## src/rtl/fcht_pkg.sv

```systemverilog
`timescale 1ns / 1ps

package fcht_pkg;

    // Fixed field widths of the request and response
    localparam int SN_W    = 19;
    localparam int FM_W    = 5;
    localparam int SA_W    = 8;
    localparam int TS_W    = 32;
    localparam int RI_W    = 5;
    localparam int SLOT_W  = 5;
    localparam int CNT_W   = 6;
    localparam int OCC_O_W = 16;

    typedef enum logic [1:0] {
        OP_STORE   = 2'd0,
        OP_CLR_ACT = 2'd1,
        OP_CLR_ALL = 2'd2,
        OP_READ    = 2'd3
    } t_op;

    typedef enum logic [2:0] {
        ST_UPDATED  = 3'd0,
        ST_INSERTED = 3'd1,
        ST_REPLACED = 3'd2,
        ST_CLR_ACT  = 3'd3,
        ST_CLR_ALL  = 3'd4,
        ST_READ     = 3'd5
    } t_status;

    typedef enum logic [2:0] {
        S_IDLE,
        S_SCAN,
        S_WRITE,
        S_READ,
        S_RESULT
    } t_state;

    typedef struct packed {
        t_op               opcode;
        logic [SN_W-1:0]   suspect_number;
        logic [FM_W-1:0]   failure_mode;
        logic [SA_W-1:0]   source_addr;
        logic [TS_W-1:0]   time_stamp;
        logic              active_in;
        logic [RI_W-1:0]   read_index;
    } t_req;

    typedef struct packed {
        t_status            status;
        logic [SLOT_W-1:0]  slot;
        logic [CNT_W-1:0]   used_entries;
        logic [CNT_W-1:0]   active_entries;
        logic [SN_W-1:0]    rd_suspect_number;
        logic [FM_W-1:0]    rd_failure_mode;
        logic [SA_W-1:0]    rd_source_addr;
        logic [TS_W-1:0]    rd_first_seen;
        logic [TS_W-1:0]    rd_last_seen;
        logic [OCC_O_W-1:0] rd_occurrences;
        logic               rd_active;
    } t_rsp;

endpackage

```

## src/rtl/fcht_if.sv

```systemverilog
`timescale 1ns / 1ps

interface fcht_req_if;
    logic            valid;
    logic            ready;
    fcht_pkg::t_req  payload;

    modport source (output valid, output payload, input ready);
    modport sink   (input valid, input payload, output ready);
endinterface

interface fcht_rsp_if;
    logic            valid;
    logic            ready;
    fcht_pkg::t_rsp  payload;

    modport source (output valid, output payload, input ready);
    modport sink   (input valid, input payload, output ready);
endinterface

```

## src/rtl/fault_code_history_table.sv

```systemverilog
`timescale 1ns / 1ps

// Channel   Dir  Modport        Carries
// i_req     in   fcht_req_if    opcode, record key, time stamp, active flag, read index
// o_rsp     out  fcht_rsp_if    status, slot, used/active counts, read-back fields
//
// Store: scans the used entries one per cycle through the record RAM port, up to the
// first key match, else all used ones (none on an empty table), then writes the entry.
// Read: one RAM read. Clear active / clear all take effect at accept. Each operation
// then passes through the result state. One request in flight.
// Reset clears the fill level, active flags and counts; RAM contents are not swept,
// since entries at or beyond the fill level are treated as zero.
// A finished result waits in the output register; the next request is taken
// meanwhile and stalls only at its own result if the register is still full.
module fault_code_history_table #(
    parameter int TABLE_DEPTH      = 32,
    parameter int OCCURRENCE_WIDTH = 16
) (
    input  logic        i_clk,
    input  logic        i_rst_n,
    fcht_req_if.sink    i_req,
    fcht_rsp_if.source  o_rsp
);

    localparam int IW = (TABLE_DEPTH > 1) ? $clog2(TABLE_DEPTH) : 1;
    localparam int CW = $clog2(TABLE_DEPTH + 1);
    localparam int OW = OCCURRENCE_WIDTH;
    localparam int RW = fcht_pkg::SN_W + fcht_pkg::FM_W + fcht_pkg::SA_W
                      + 2 * fcht_pkg::TS_W + OW;
    localparam logic [OW-1:0] OCC_MAX = {OW{1'b1}};
    localparam logic [CW-1:0] DEPTH_C = CW'(TABLE_DEPTH);

    // ------------------------------------------------------------------
    // State
    // ------------------------------------------------------------------
    fcht_pkg::t_state r_state, n_state;
    fcht_pkg::t_req   r_req;
    fcht_pkg::t_rsp   r_res;          // status, slot and read-back of current request
    fcht_pkg::t_rsp   r_out;
    logic             r_out_valid;

    logic [CW-1:0]          r_fill;        // used entries, filled in index order
    logic [CW-1:0]          r_act_cnt;     // running count of set active flags
    logic [TABLE_DEPTH-1:0] r_active;      // active flags; zero beyond fill level

    // scan pipeline: issue index, then compare in the next cycle
    logic [CW-1:0]              r_scan_idx;
    logic                       r_chk_valid;
    logic [IW-1:0]              r_chk_idx;
    logic                       r_hit;
    logic [IW-1:0]              r_hit_idx;
    logic [fcht_pkg::TS_W-1:0]  r_hit_first;
    logic [OW-1:0]              r_hit_occ;
    logic [fcht_pkg::TS_W-1:0]  r_min_last;    // oldest last-seen, lowest index on tie
    logic [IW-1:0]              r_min_idx;

    // ------------------------------------------------------------------
    // Record RAM
    // ------------------------------------------------------------------
    logic          w_we, w_re;
    logic [IW-1:0] w_waddr, w_raddr;
    logic [RW-1:0] w_wdata, w_rdata;

    logic [fcht_pkg::SN_W-1:0] m_sn;
    logic [fcht_pkg::FM_W-1:0] m_fm;
    logic [fcht_pkg::SA_W-1:0] m_sa;
    logic [fcht_pkg::TS_W-1:0] m_first;
    logic [fcht_pkg::TS_W-1:0] m_last;
    logic [OW-1:0]             m_occ;

    assign {m_sn, m_fm, m_sa, m_first, m_last, m_occ} = w_rdata;

    fcht_ram #(
        .WIDTH (RW),
        .DEPTH (TABLE_DEPTH)
    ) u_rec_ram (
        .i_clk   (i_clk),
        .i_we    (w_we),
        .i_waddr (w_waddr),
        .i_wdata (w_wdata),
        .i_re    (w_re),
        .i_raddr (w_raddr),
        .o_rdata (w_rdata)
    );

    // ------------------------------------------------------------------
    // Decode
    // ------------------------------------------------------------------
    logic w_accept;
    logic w_key_hit;
    logic w_scan_done;
    logic w_out_free;
    logic w_in_ri_used;    // read index of incoming request names a used entry
    logic w_ri_used;       // same, for the held request

    fcht_pkg::t_rsp w_res_init;    // response template set up at accept
    fcht_pkg::t_rsp w_out;         // response with the counts filled in

    assign i_req.ready = (r_state == fcht_pkg::S_IDLE);
    assign w_accept    = i_req.valid && i_req.ready;
    assign w_out_free  = !r_out_valid || o_rsp.ready;

    assign w_in_ri_used = 32'(i_req.payload.read_index) < 32'(r_fill);
    assign w_ri_used    = 32'(r_req.read_index) < 32'(r_fill);

    assign w_key_hit = (m_sn == r_req.suspect_number) && (m_fm == r_req.failure_mode)
                    && (m_sa == r_req.source_addr);
    assign w_scan_done = r_chk_valid
                      && (w_key_hit || (CW'(r_chk_idx) == r_fill - CW'(1)));

    always_comb begin
        w_res_init = '0;
        if (i_req.payload.opcode == fcht_pkg::OP_CLR_ACT) begin
            w_res_init.status = fcht_pkg::ST_CLR_ACT;
        end
        if (i_req.payload.opcode == fcht_pkg::OP_CLR_ALL) begin
            w_res_init.status = fcht_pkg::ST_CLR_ALL;
        end
    end

    always_comb begin
        w_out                = r_res;
        w_out.used_entries   = fcht_pkg::CNT_W'(r_fill);
        w_out.active_entries = fcht_pkg::CNT_W'(r_act_cnt);
    end

    // write-back decision
    logic [IW-1:0]           w_slot;
    fcht_pkg::t_status       w_status;
    logic [OW-1:0]           w_occ_next;

    always_comb begin
        w_occ_next = (r_hit_occ == OCC_MAX) ? r_hit_occ : r_hit_occ + OW'(1);
        priority if (r_hit) begin
            w_slot   = r_hit_idx;
            w_status = fcht_pkg::ST_UPDATED;
        end else if (r_fill < DEPTH_C) begin
            w_slot   = IW'(r_fill);
            w_status = fcht_pkg::ST_INSERTED;
        end else begin
            w_slot   = r_min_idx;
            w_status = fcht_pkg::ST_REPLACED;
        end
    end

    // ------------------------------------------------------------------
    // Next state
    // ------------------------------------------------------------------
    always_comb begin
        n_state = r_state;
        unique case (r_state)
            fcht_pkg::S_IDLE: begin
                if (w_accept) begin
                    unique case (i_req.payload.opcode)
                        fcht_pkg::OP_STORE:
                            n_state = (r_fill == '0) ? fcht_pkg::S_WRITE : fcht_pkg::S_SCAN;
                        fcht_pkg::OP_CLR_ACT,
                        fcht_pkg::OP_CLR_ALL: n_state = fcht_pkg::S_RESULT;
                        fcht_pkg::OP_READ:    n_state = fcht_pkg::S_READ;
                    endcase
                end
            end
            fcht_pkg::S_SCAN:   if (w_scan_done) n_state = fcht_pkg::S_WRITE;
            fcht_pkg::S_WRITE:  n_state = fcht_pkg::S_RESULT;
            fcht_pkg::S_READ:   n_state = fcht_pkg::S_RESULT;
            fcht_pkg::S_RESULT: if (w_out_free) n_state = fcht_pkg::S_IDLE;
            default:            n_state = fcht_pkg::S_IDLE;
        endcase
    end

    // ------------------------------------------------------------------
    // RAM port control
    // ------------------------------------------------------------------
    always_comb begin
        w_re    = 1'b0;
        w_raddr = '0;
        w_we    = 1'b0;
        w_waddr = w_slot;
        w_wdata = {r_req.suspect_number, r_req.failure_mode, r_req.source_addr,
                   r_req.time_stamp, r_req.time_stamp, OW'(1)};
        unique case (r_state)
            fcht_pkg::S_IDLE: begin
                if (w_accept && (i_req.payload.opcode == fcht_pkg::OP_READ)) begin
                    w_re    = w_in_ri_used;
                    w_raddr = IW'(i_req.payload.read_index);
                end
            end
            fcht_pkg::S_SCAN: begin
                w_re    = r_scan_idx < r_fill;
                w_raddr = IW'(r_scan_idx);
            end
            fcht_pkg::S_WRITE: begin
                w_we = 1'b1;
                if (r_hit) begin
                    w_wdata = {r_req.suspect_number, r_req.failure_mode, r_req.source_addr,
                               r_hit_first, r_req.time_stamp, w_occ_next};
                end
            end
            fcht_pkg::S_READ,
            fcht_pkg::S_RESULT: ;
            default: ;
        endcase
    end

    // ------------------------------------------------------------------
    // Registers
    // ------------------------------------------------------------------
    always_ff @(posedge i_clk) begin
        if (!i_rst_n) begin
            r_state     <= fcht_pkg::S_IDLE;
            r_out_valid <= 1'b0;
            r_fill      <= '0;
            r_act_cnt   <= '0;
            r_active    <= '0;
            r_chk_valid <= 1'b0;
            r_hit       <= 1'b0;
        end else begin
            r_state <= n_state;

            if ((r_state == fcht_pkg::S_RESULT) && w_out_free) begin
                r_out_valid <= 1'b1;
            end else if (o_rsp.ready) begin
                r_out_valid <= 1'b0;
            end

            unique case (r_state)
                fcht_pkg::S_IDLE: begin
                    if (w_accept) begin
                        r_req       <= i_req.payload;
                        r_scan_idx  <= '0;
                        r_chk_valid <= 1'b0;
                        r_hit       <= 1'b0;
                        r_res       <= w_res_init;
                        if (i_req.payload.opcode == fcht_pkg::OP_CLR_ACT) begin
                            r_active     <= '0;
                            r_act_cnt    <= '0;
                        end
                        if (i_req.payload.opcode == fcht_pkg::OP_CLR_ALL) begin
                            r_active     <= '0;
                            r_act_cnt    <= '0;
                            r_fill       <= '0;
                        end
                    end
                end
                fcht_pkg::S_SCAN: begin
                    r_chk_valid <= w_re;
                    r_chk_idx   <= IW'(r_scan_idx);
                    if (w_re) begin
                        r_scan_idx <= r_scan_idx + CW'(1);
                    end
                    if (r_chk_valid) begin
                        if (w_key_hit && !r_hit) begin
                            r_hit       <= 1'b1;
                            r_hit_idx   <= r_chk_idx;
                            r_hit_first <= m_first;
                            r_hit_occ   <= m_occ;
                        end
                        // strict less keeps the lowest index on a tie
                        if ((r_chk_idx == '0) || (m_last < r_min_last)) begin
                            r_min_last <= m_last;
                            r_min_idx  <= r_chk_idx;
                        end
                    end
                end
                fcht_pkg::S_WRITE: begin
                    r_chk_valid      <= 1'b0;
                    r_active[w_slot] <= r_req.active_in;
                    r_act_cnt        <= r_act_cnt - CW'(r_active[w_slot])
                                      + CW'(r_req.active_in);
                    if (w_status == fcht_pkg::ST_INSERTED) begin
                        r_fill <= r_fill + CW'(1);
                    end
                    r_res.status <= w_status;
                    r_res.slot   <= fcht_pkg::SLOT_W'(w_slot);
                end
                fcht_pkg::S_READ: begin
                    r_res.status <= fcht_pkg::ST_READ;
                    r_res.slot   <= r_req.read_index;
                    // entries at or beyond the fill level read as zero
                    if (w_ri_used) begin
                        r_res.rd_suspect_number <= m_sn;
                        r_res.rd_failure_mode   <= m_fm;
                        r_res.rd_source_addr    <= m_sa;
                        r_res.rd_first_seen     <= m_first;
                        r_res.rd_last_seen      <= m_last;
                        r_res.rd_occurrences    <= fcht_pkg::OCC_O_W'(m_occ);
                        r_res.rd_active         <= r_active[IW'(r_req.read_index)];
                    end
                end
                fcht_pkg::S_RESULT: begin
                    if (w_out_free) begin
                        r_out <= w_out;
                    end
                end
                default: ;
            endcase
        end
    end

    assign o_rsp.valid   = r_out_valid;
    assign o_rsp.payload = r_out;

`ifndef SYNTHESIS
    a_act_le_fill: assert property (@(posedge i_clk) disable iff (!i_rst_n)
        r_act_cnt <= r_fill)
        else $error("active count exceeds fill level");

    a_fill_le_depth: assert property (@(posedge i_clk) disable iff (!i_rst_n)
        r_fill <= DEPTH_C)
        else $error("fill level beyond table depth");

    a_accept_leaves_idle: assert property (@(posedge i_clk) disable iff (!i_rst_n)
        (i_req.valid && i_req.ready) |=> (r_state != fcht_pkg::S_IDLE))
        else $error("request accepted but sequencer stayed idle");

    a_chk_in_range: assert property (@(posedge i_clk) disable iff (!i_rst_n)
        ((r_state == fcht_pkg::S_SCAN) && r_chk_valid) |-> (CW'(r_chk_idx) < r_fill))
        else $error("scan compared an unused entry");
`endif

endmodule

```

## src/rtl/fcht_ram.sv

```systemverilog
`timescale 1ns / 1ps

// Simple dual-port RAM, registered read, no reset on contents
module fcht_ram #(
    parameter int WIDTH = 8,
    parameter int DEPTH = 32,
    localparam int AW   = (DEPTH > 1) ? $clog2(DEPTH) : 1
) (
    input  logic             i_clk,
    input  logic             i_we,
    input  logic [AW-1:0]    i_waddr,
    input  logic [WIDTH-1:0] i_wdata,
    input  logic             i_re,
    input  logic [AW-1:0]    i_raddr,
    output logic [WIDTH-1:0] o_rdata
);

    logic [WIDTH-1:0] r_mem [DEPTH];
    logic [WIDTH-1:0] r_rdata;

    always_ff @(posedge i_clk) begin
        if (i_we) begin
            r_mem[i_waddr] <= i_wdata;
        end
        if (i_re) begin
            r_rdata <= r_mem[i_raddr];
        end
    end

    assign o_rdata = r_rdata;

endmodule
```

## src/flat_wrapper.sv

```systemverilog
// flat-port wrapper written by rule: the top's interface ports become plain ports
module fault_code_history_table_flat 
#(
    parameter int TABLE_DEPTH      = 32,
    parameter int OCCURRENCE_WIDTH = 16
)
  (i_clk, i_rst_n, i_req_valid, i_req_payload, i_req_ready, o_rsp_valid, o_rsp_payload, o_rsp_ready);
  fcht_req_if i_req_i ();
  fcht_rsp_if o_rsp_i ();
  input  logic i_clk;
  input  logic i_rst_n;
  input wire logic [$bits(i_req_i.valid)-1:0] i_req_valid;
  input wire logic [$bits(i_req_i.payload)-1:0] i_req_payload;
  output wire logic [$bits(i_req_i.ready)-1:0] i_req_ready;
  output wire logic [$bits(o_rsp_i.valid)-1:0] o_rsp_valid;
  output wire logic [$bits(o_rsp_i.payload)-1:0] o_rsp_payload;
  input wire logic [$bits(o_rsp_i.ready)-1:0] o_rsp_ready;
  assign i_req_i.valid = i_req_valid;
  assign i_req_i.payload = i_req_payload;
  assign i_req_ready = i_req_i.ready;
  assign o_rsp_valid = o_rsp_i.valid;
  assign o_rsp_payload = o_rsp_i.payload;
  assign o_rsp_i.ready = o_rsp_ready;
  fault_code_history_table #(.TABLE_DEPTH(TABLE_DEPTH), .OCCURRENCE_WIDTH(OCCURRENCE_WIDTH)) u_core (.i_clk(i_clk), .i_rst_n(i_rst_n), .i_req(i_req_i), .o_rsp(o_rsp_i));
endmodule
```

## config.mk

```make
export PLATFORM = sky130hd
export DESIGN_NAME = fault_code_history_table_flat
export DESIGN_NICKNAME = d
export VERILOG_FILES = /design/src/rtl/fcht_pkg.sv /design/src/rtl/fcht_if.sv /design/src/rtl/fault_code_history_table.sv /design/src/rtl/fcht_ram.sv /design/src/flat_wrapper.sv
export SDC_FILE = /design/constraint.sdc
export NUM_CORES = 2
export LEC_CHECK = 0
export BUFFER_PORTS_ARGS = -buffer_cell sky130_fd_sc_hd__buf_4
export CAP_MARGIN = 20
export CORE_MARGIN = 2
export CORE_UTILIZATION = 40
export DETAILED_ROUTE_END_ITERATION = 6
export SLEW_MARGIN = 40
export SYNTH_ARGS = -nofsm -noshare
export SYNTH_HDL_FRONTEND = slang
export SYNTH_HIERARCHICAL = 1
export SYNTH_SLANG_ARGS = --single-unit
```

## constraint.sdc

```tcl
create_clock -name i_clk -period 9.5 [get_ports i_clk]
set_input_delay 1.9 -clock i_clk [delete_from_list [all_inputs] [get_ports i_clk]]
set_output_delay 1.9 -clock i_clk [all_outputs]
set_load 0.01 [all_outputs]
```

== After elaboration in Yosys (flattened, before gate mapping) ==
Memory sizes are Yosys's and may differ from the RTL's. A register that Yosys moved wholly into a read port is not among the register bits.
Index checks and enable logic that the tools add are counted.
Storage, ports and cells
  register bits: 475
  bits in writable memories: 3584
  memories: 1
  word-level logic and storage cells: 171
Operators by class
  reduce and logical (&&, ||, !) cells: 38
  add/sub/neg operators: 6
  eq/ne operators: 23
  mux-type cells: 55
  $lt $le $gt $ge: 8
Memory list
  u_core.u_rec_ram.r_mem: depth 32, width 112, read ports 1, clocked after memory_dff 1, write ports 1, RTL line fcht_ram.sv:18  | logic [WIDTH-1:0] r_mem [DEPTH];
Operators with widths (count)
  113-bit case mux with 2 select lines: 1
  80-bit 2-to-1 mux: 2
  133-bit 2-to-1 mux: 1
  113-bit 2-to-1 mux: 1
  32-bit 2-to-1 mux: 3
  32-bit case mux with 2 select lines: 1
  6-bit 2-to-1 mux: 8
  6-bit case mux with 2 select lines: 3
  32-bit bitwise mux: 1
  32-bit < comparator: 1
  8-bit case mux with 3 select lines: 1
  4-bit AND reduction: 6
  19-bit == test: 1
  16-bit by 1-bit adder with 16-bit output (second input constant): 1
  16-bit == test (second input constant): 1
  16-bit 2-to-1 mux: 1
  3-bit 2-to-1 mux: 5
  5-bit 2-to-1 mux: 3
  3-bit AND reduction: 5
  6-bit by 1-bit adder with 6-bit output (second input constant): 2
  5-bit by 6-bit < comparator with 1-bit output: 2
  5-bit by 6-bit < comparator with 1-bit output (second input constant): 2
  1-bit 2-to-1 mux: 12
  2-bit by 1-bit inequality test with 1-bit output (second input constant): 6
  other kinds (35): 60

== Longest topological paths before layout ==
  depth in word-level cells: 9
  depth in mapped cells: 19
  mapped depth without buffers: 16

== Cells and area by module ==
The synthesis kept the hierarchy.
By module, submodules not included
  fcht_ram: cells each 6524, area an instance 139356.2 µm², times used 1, seq. area each 110986.4 µm²
  fault_code_history_table: cells each 1305, area an instance 19479.9 µm², times used 1, seq. area each 13763.2 µm²

== Least setup slack after synthesis ==
OpenSTA, ideal clock, no wires.
  kind: in2reg
  from: in i_rst_n
  to: reg u_core.r_out (netlist bit u_core/o_rsp.payload[0]) (enable)
  setup time: 0.626 ns
  cell stages on the path: 3
  arrival: 7.695 ns
  path slack: 1.179 ns
  data required time: 8.874 ns
  buffers on the path: 1
  cells stage by stage: clkbuf_1 > nand2_1 > nor2_1
On the way
  cells in the longest elaborated chain, start to end: 1
RTL lines
  start: declaration: RTL line flat_wrapper.sv:11  | input logic i_rst_n;
  3-bit AND reduction (no source line)
  end signal: assignment: RTL line fault_code_history_table.sv:292  | r_out <= w_out;
  end: declaration: RTL line fault_code_history_table.sv:39  | fcht_pkg::t_rsp r_out;
Every way passes these cells.
A chain may end at the register's enable or synchronous reset.

== Worst setup path after layout ==
  from: reg u_core.r_fill[5]
  to: mem u_core/u_rec_ram/r_mem[30][111] in the netlist's numbering (enable)
On the way
  cells in the longest elaborated chain, start to end: 3
RTL lines
  start: declaration: RTL line fault_code_history_table.sv:42  | logic [CW-1:0] r_fill;
  start signal: assignment: RTL line fault_code_history_table.sv:271  | r_fill <= r_fill + CW'(1);
  6-bit < comparator: RTL line fault_code_history_table.sv:137  | end else if (r_fill < DEPTH_C) begin
  5-bit 2-to-1 mux: RTL line fault_code_history_table.sv:137
  5-bit 2-to-1 mux: RTL line fault_code_history_table.sv:134  | priority if (r_hit) begin
  end: declaration: RTL line fcht_ram.sv:18
Every way passes these cells.

==> qor.yml <==
run_status: "finished, violations left"
violations: "DRC"
min-delay-path-class: "register to register"
htreeDepth: 5
critical_path.slowest_cell: "sky130_fd_sc_hd__dfxtp_1"
drtPass1Iterations: 7
drc_marker_count_from_the_first_detailed_route_iteration: 11100
fin_crit_ns: 5.01
clock-skew-final_ns: 0.0775
rsz0062_at_grt: "no"
global_route.overflow_total: 0
timing.critical_path.buf_inv: 5
met2RoutedLength_mm: 218
crit_path_max_fo: 46
remaining_drc_errors: 1
maxUsedRoutingLayer: "met5"
track_usage: 0.224
floorplan.die.width_um: 634
cts_setup_buffers: 0
syn-num-nets: 7965
synth_largest_area_cell: "sky130_fd_sc_hd__edfxtp_1"
globalplace.congestion: 0.794
post_cts.resized_instances: 0
cts.root.buffer_cell: "sky130_fd_sc_hd__clkbuf_16"
floorplan.rows: 231
vdd.ir_drop.worst_mv: 0.178
number_of_antenna_violations_at_the_first_check_in_global_routing: 27
cts.path.max_buffers: 4
setup_tns_ns: 0
via_per_inst: 5.96
nets: 8483
final-hold-violation-count: 0
cellPowerDensity_nw_per_um2: 218
synth_top_area_share: 0.779
grt_pass1_vias: 80600
required_ns: 10.15
ys_seq_elements: 4171
wl_met1_mm: 190
final_min_period_over_clock_period: 0.527
drv.max_cap_violation_count: 0
max_freq_mhz: 200
setup_viol: 0
maximum_number_of_pins_on_one_net_before_global_route_repair: 127
setup.worst_path.start_class: "register"
p_leak_nw: 56.3
met3_wirelength_mm: 40.8
boundaryPins: 211
start_util: 0.401
setup_slack_ns: 4.49
crit_path_arrival_time_ns: 5.66
ys_types: 70
slew_violations: 0
yosys_warning_total: 6
synth-seq-area-share: 0.785
cpPeakStageDelay_ns: 0.66
dp_worst_setup_slack_ns: 3.33
path_cells: "mux2_2 -> mux2i_4 -> inv_2 -> nand3b_1 -> buf_6 -> nor2_4 -> buf_4 -> buf_12 -> buf_16"
wl_per_cell_um: 33.0
worst_slew_margin_rel: 0.364
post_synth.cell_area_avg_um2: 20.3
yosys_most_used_dff: "sky130_fd_sc_hd__edfxtp_1"
clkSlewWorstSetupHoldPaths_ns: 0.06
route.vias.total: 83100
end_kind: "register"
syn_inst: 7829
design.die.area_um2: 402000
yosys-top-cells-count: "sky130_fd_sc_hd__edfxtp_1 (4121), sky130_fd_sc_hd__mux2i_1 (913), sky130_fd_sc_hd__a22oi_1 (599)"
clock_sink_count: 4171
async_reset_ff_frac: 0
cts_bufs_inserted: 418
postRouteWirelength_mm: 460
cts_hold_repair.buffers: 0
dpl.hpwl_mm: 239
path_delay_family: "buffers and inverters"
fp.dieH_um: 634
critical_path_class: "register to register"
synth-edff-count: 4121
floorplan.core_area_um2: 396000
syn-cell-area_um2: 159000
drt.antenna.violating_nets: 0
yosysMostFrequentCell: "sky130_fd_sc_hd__edfxtp_1"
tritoncts: "yes"
numPortBuffers: 210
fraction_of_layout_cells_with_a_size_suffix_above_1: 0.195
area.growth.synth_to_final_pct: 14.8
synth_area_leaders: "sky130_fd_sc_hd__edfxtp_1 (78%), sky130_fd_sc_hd__mux4_2 (6.5%), sky130_fd_sc_hd__mux2i_1 (5.8%)"
grt_pass1_wl_mm: 633
clock_insertion_delay_worst_skew_ns: 1.05
worst_pin_slew_ns: 0.954
==> placed cells by master, fill, tap and decap left out, types with 79 or more instances in the layout <==
| master | Yosys | routed |
|---|---|---|
| sky130_fd_sc_hd__clkinv_1 | 0 | 108 |
| sky130_fd_sc_hd__mux4_2 | 458 | 458 |
| sky130_fd_sc_hd__buf_4 | 35 | 377 |
| sky130_fd_sc_hd__clkinv_2 | 0 | 79 |
| sky130_fd_sc_hd__nand3_1 | 248 | 247 |
| sky130_fd_sc_hd__a22oi_1 | 599 | 599 |
| sky130_fd_sc_hd__and2_1 | 126 | 121 |
| sky130_fd_sc_hd__nand2_1 | 98 | 96 |
| sky130_fd_sc_hd__clkbuf_16 | 0 | 426 |
| sky130_fd_sc_hd__clkbuf_1 | 169 | 83 |
| sky130_fd_sc_hd__mux2i_1 | 913 | 913 |
| sky130_fd_sc_hd__edfxtp_1 | 4121 | 4121 |
==> path summary, 6_finish.rpt <==
kind                                  startpoint  slack, ns  depth (start not counted)                               to
worst max-delay path            u_core/r_fill[5]       4.49                          9  u_core/u_rec_ram/r_mem[30][111]
worst min-delay path            u_core/r_res[26]       0.41                          0         u_core/o_rsp.payload[26]
worst min register to register  u_core/r_res[26]       0.41                          0         u_core/o_rsp.payload[26]
worst max register to register  u_core/r_fill[5]       4.49                          9  u_core/u_rec_ram/r_mem[30][111]
==> layout make-up <==
class	count	area (µm²)
Tap cell	5242	6560
Sequential cell	4171	125000
Fill cell	32800	213000
Clock buffer	514	11000
Timing Repair Buffer	518	5240
Multi-Input combinational cell	3177	32400
Clock inverter	255	2200
Inverter	61	229
Antenna cell	11	27.5
==> power breakdown <==
part           internal, mW  total, mW  switching (mW)
combinational          1.09       3.01            1.92
sequential             20.6       20.8           0.184
clock                  9.13       16.0            6.92
==> cell families (layout without fill, tap and decap cells) <==
logic type / after synthesis / after routing / share of synthesized area
flip-flops: 4171 / 4171 / 0.785
other: 0 / 11 / 0
multiplexers: 1405 / 1405 / 0.125
AND/OR/NAND/NOR: 744 / 744 / 0.0245
AO/OA/AOI/OAI: 907 / 907 / 0.0423
buffers and inverters: 481 / 1348 / 0.0148
XOR/XNOR: 61 / 61 / 0.00336
adder cells (fa/ha/maj): 60 / 60 / 0.00477
==> state kept, by name, summed over array words and instances (netlist names), 16 cells and up <==
| register | count |
|---|---|
| u_core/r_res | 121 |
| u_core/r_active | 32 |
| u_core/r_req | 70 |
| u_core/o_rsp.payload | 133 |
| u_core/u_rec_ram/o_rdata | 112 |
| u_core/r_hit_first | 32 |
| u_core/u_rec_ram/r_mem | 3584 |
| u_core/r_min_last | 32 |
| u_core/r_hit_occ | 16 |
==> layer usage <==
layer / global-route usage / up-vias
met4: 0.0587 / 4
met1: 0.321 / 44500
li1: - / 33400
met3: 0.0295 / 682
met5: 0 / -
met2: 0.361 / 4506
==> stage by stage <==
stage | utilization | hold WS (ns) | std cells | power [mW] | instance area (µm²)
after floorplan | - | 0.400 | 7829 | 23.0 | 159000
after global placement | 0.424 | 0.401 | 13100 | 24.1 | 168000
after detailed placement | 0.427 | 0.405 | 13200 | 24.1 | 169000
after CTS | 0.460 | 0.414 | 13900 | 40.1 | 182000
after global routing | 0.461 | 0.420 | 13900 | 41.0 | 182000
final | 0.461 | 0.414 | 13900 | 39.8 | 182000
No activity file was read; power rests on OpenSTA's default activity.
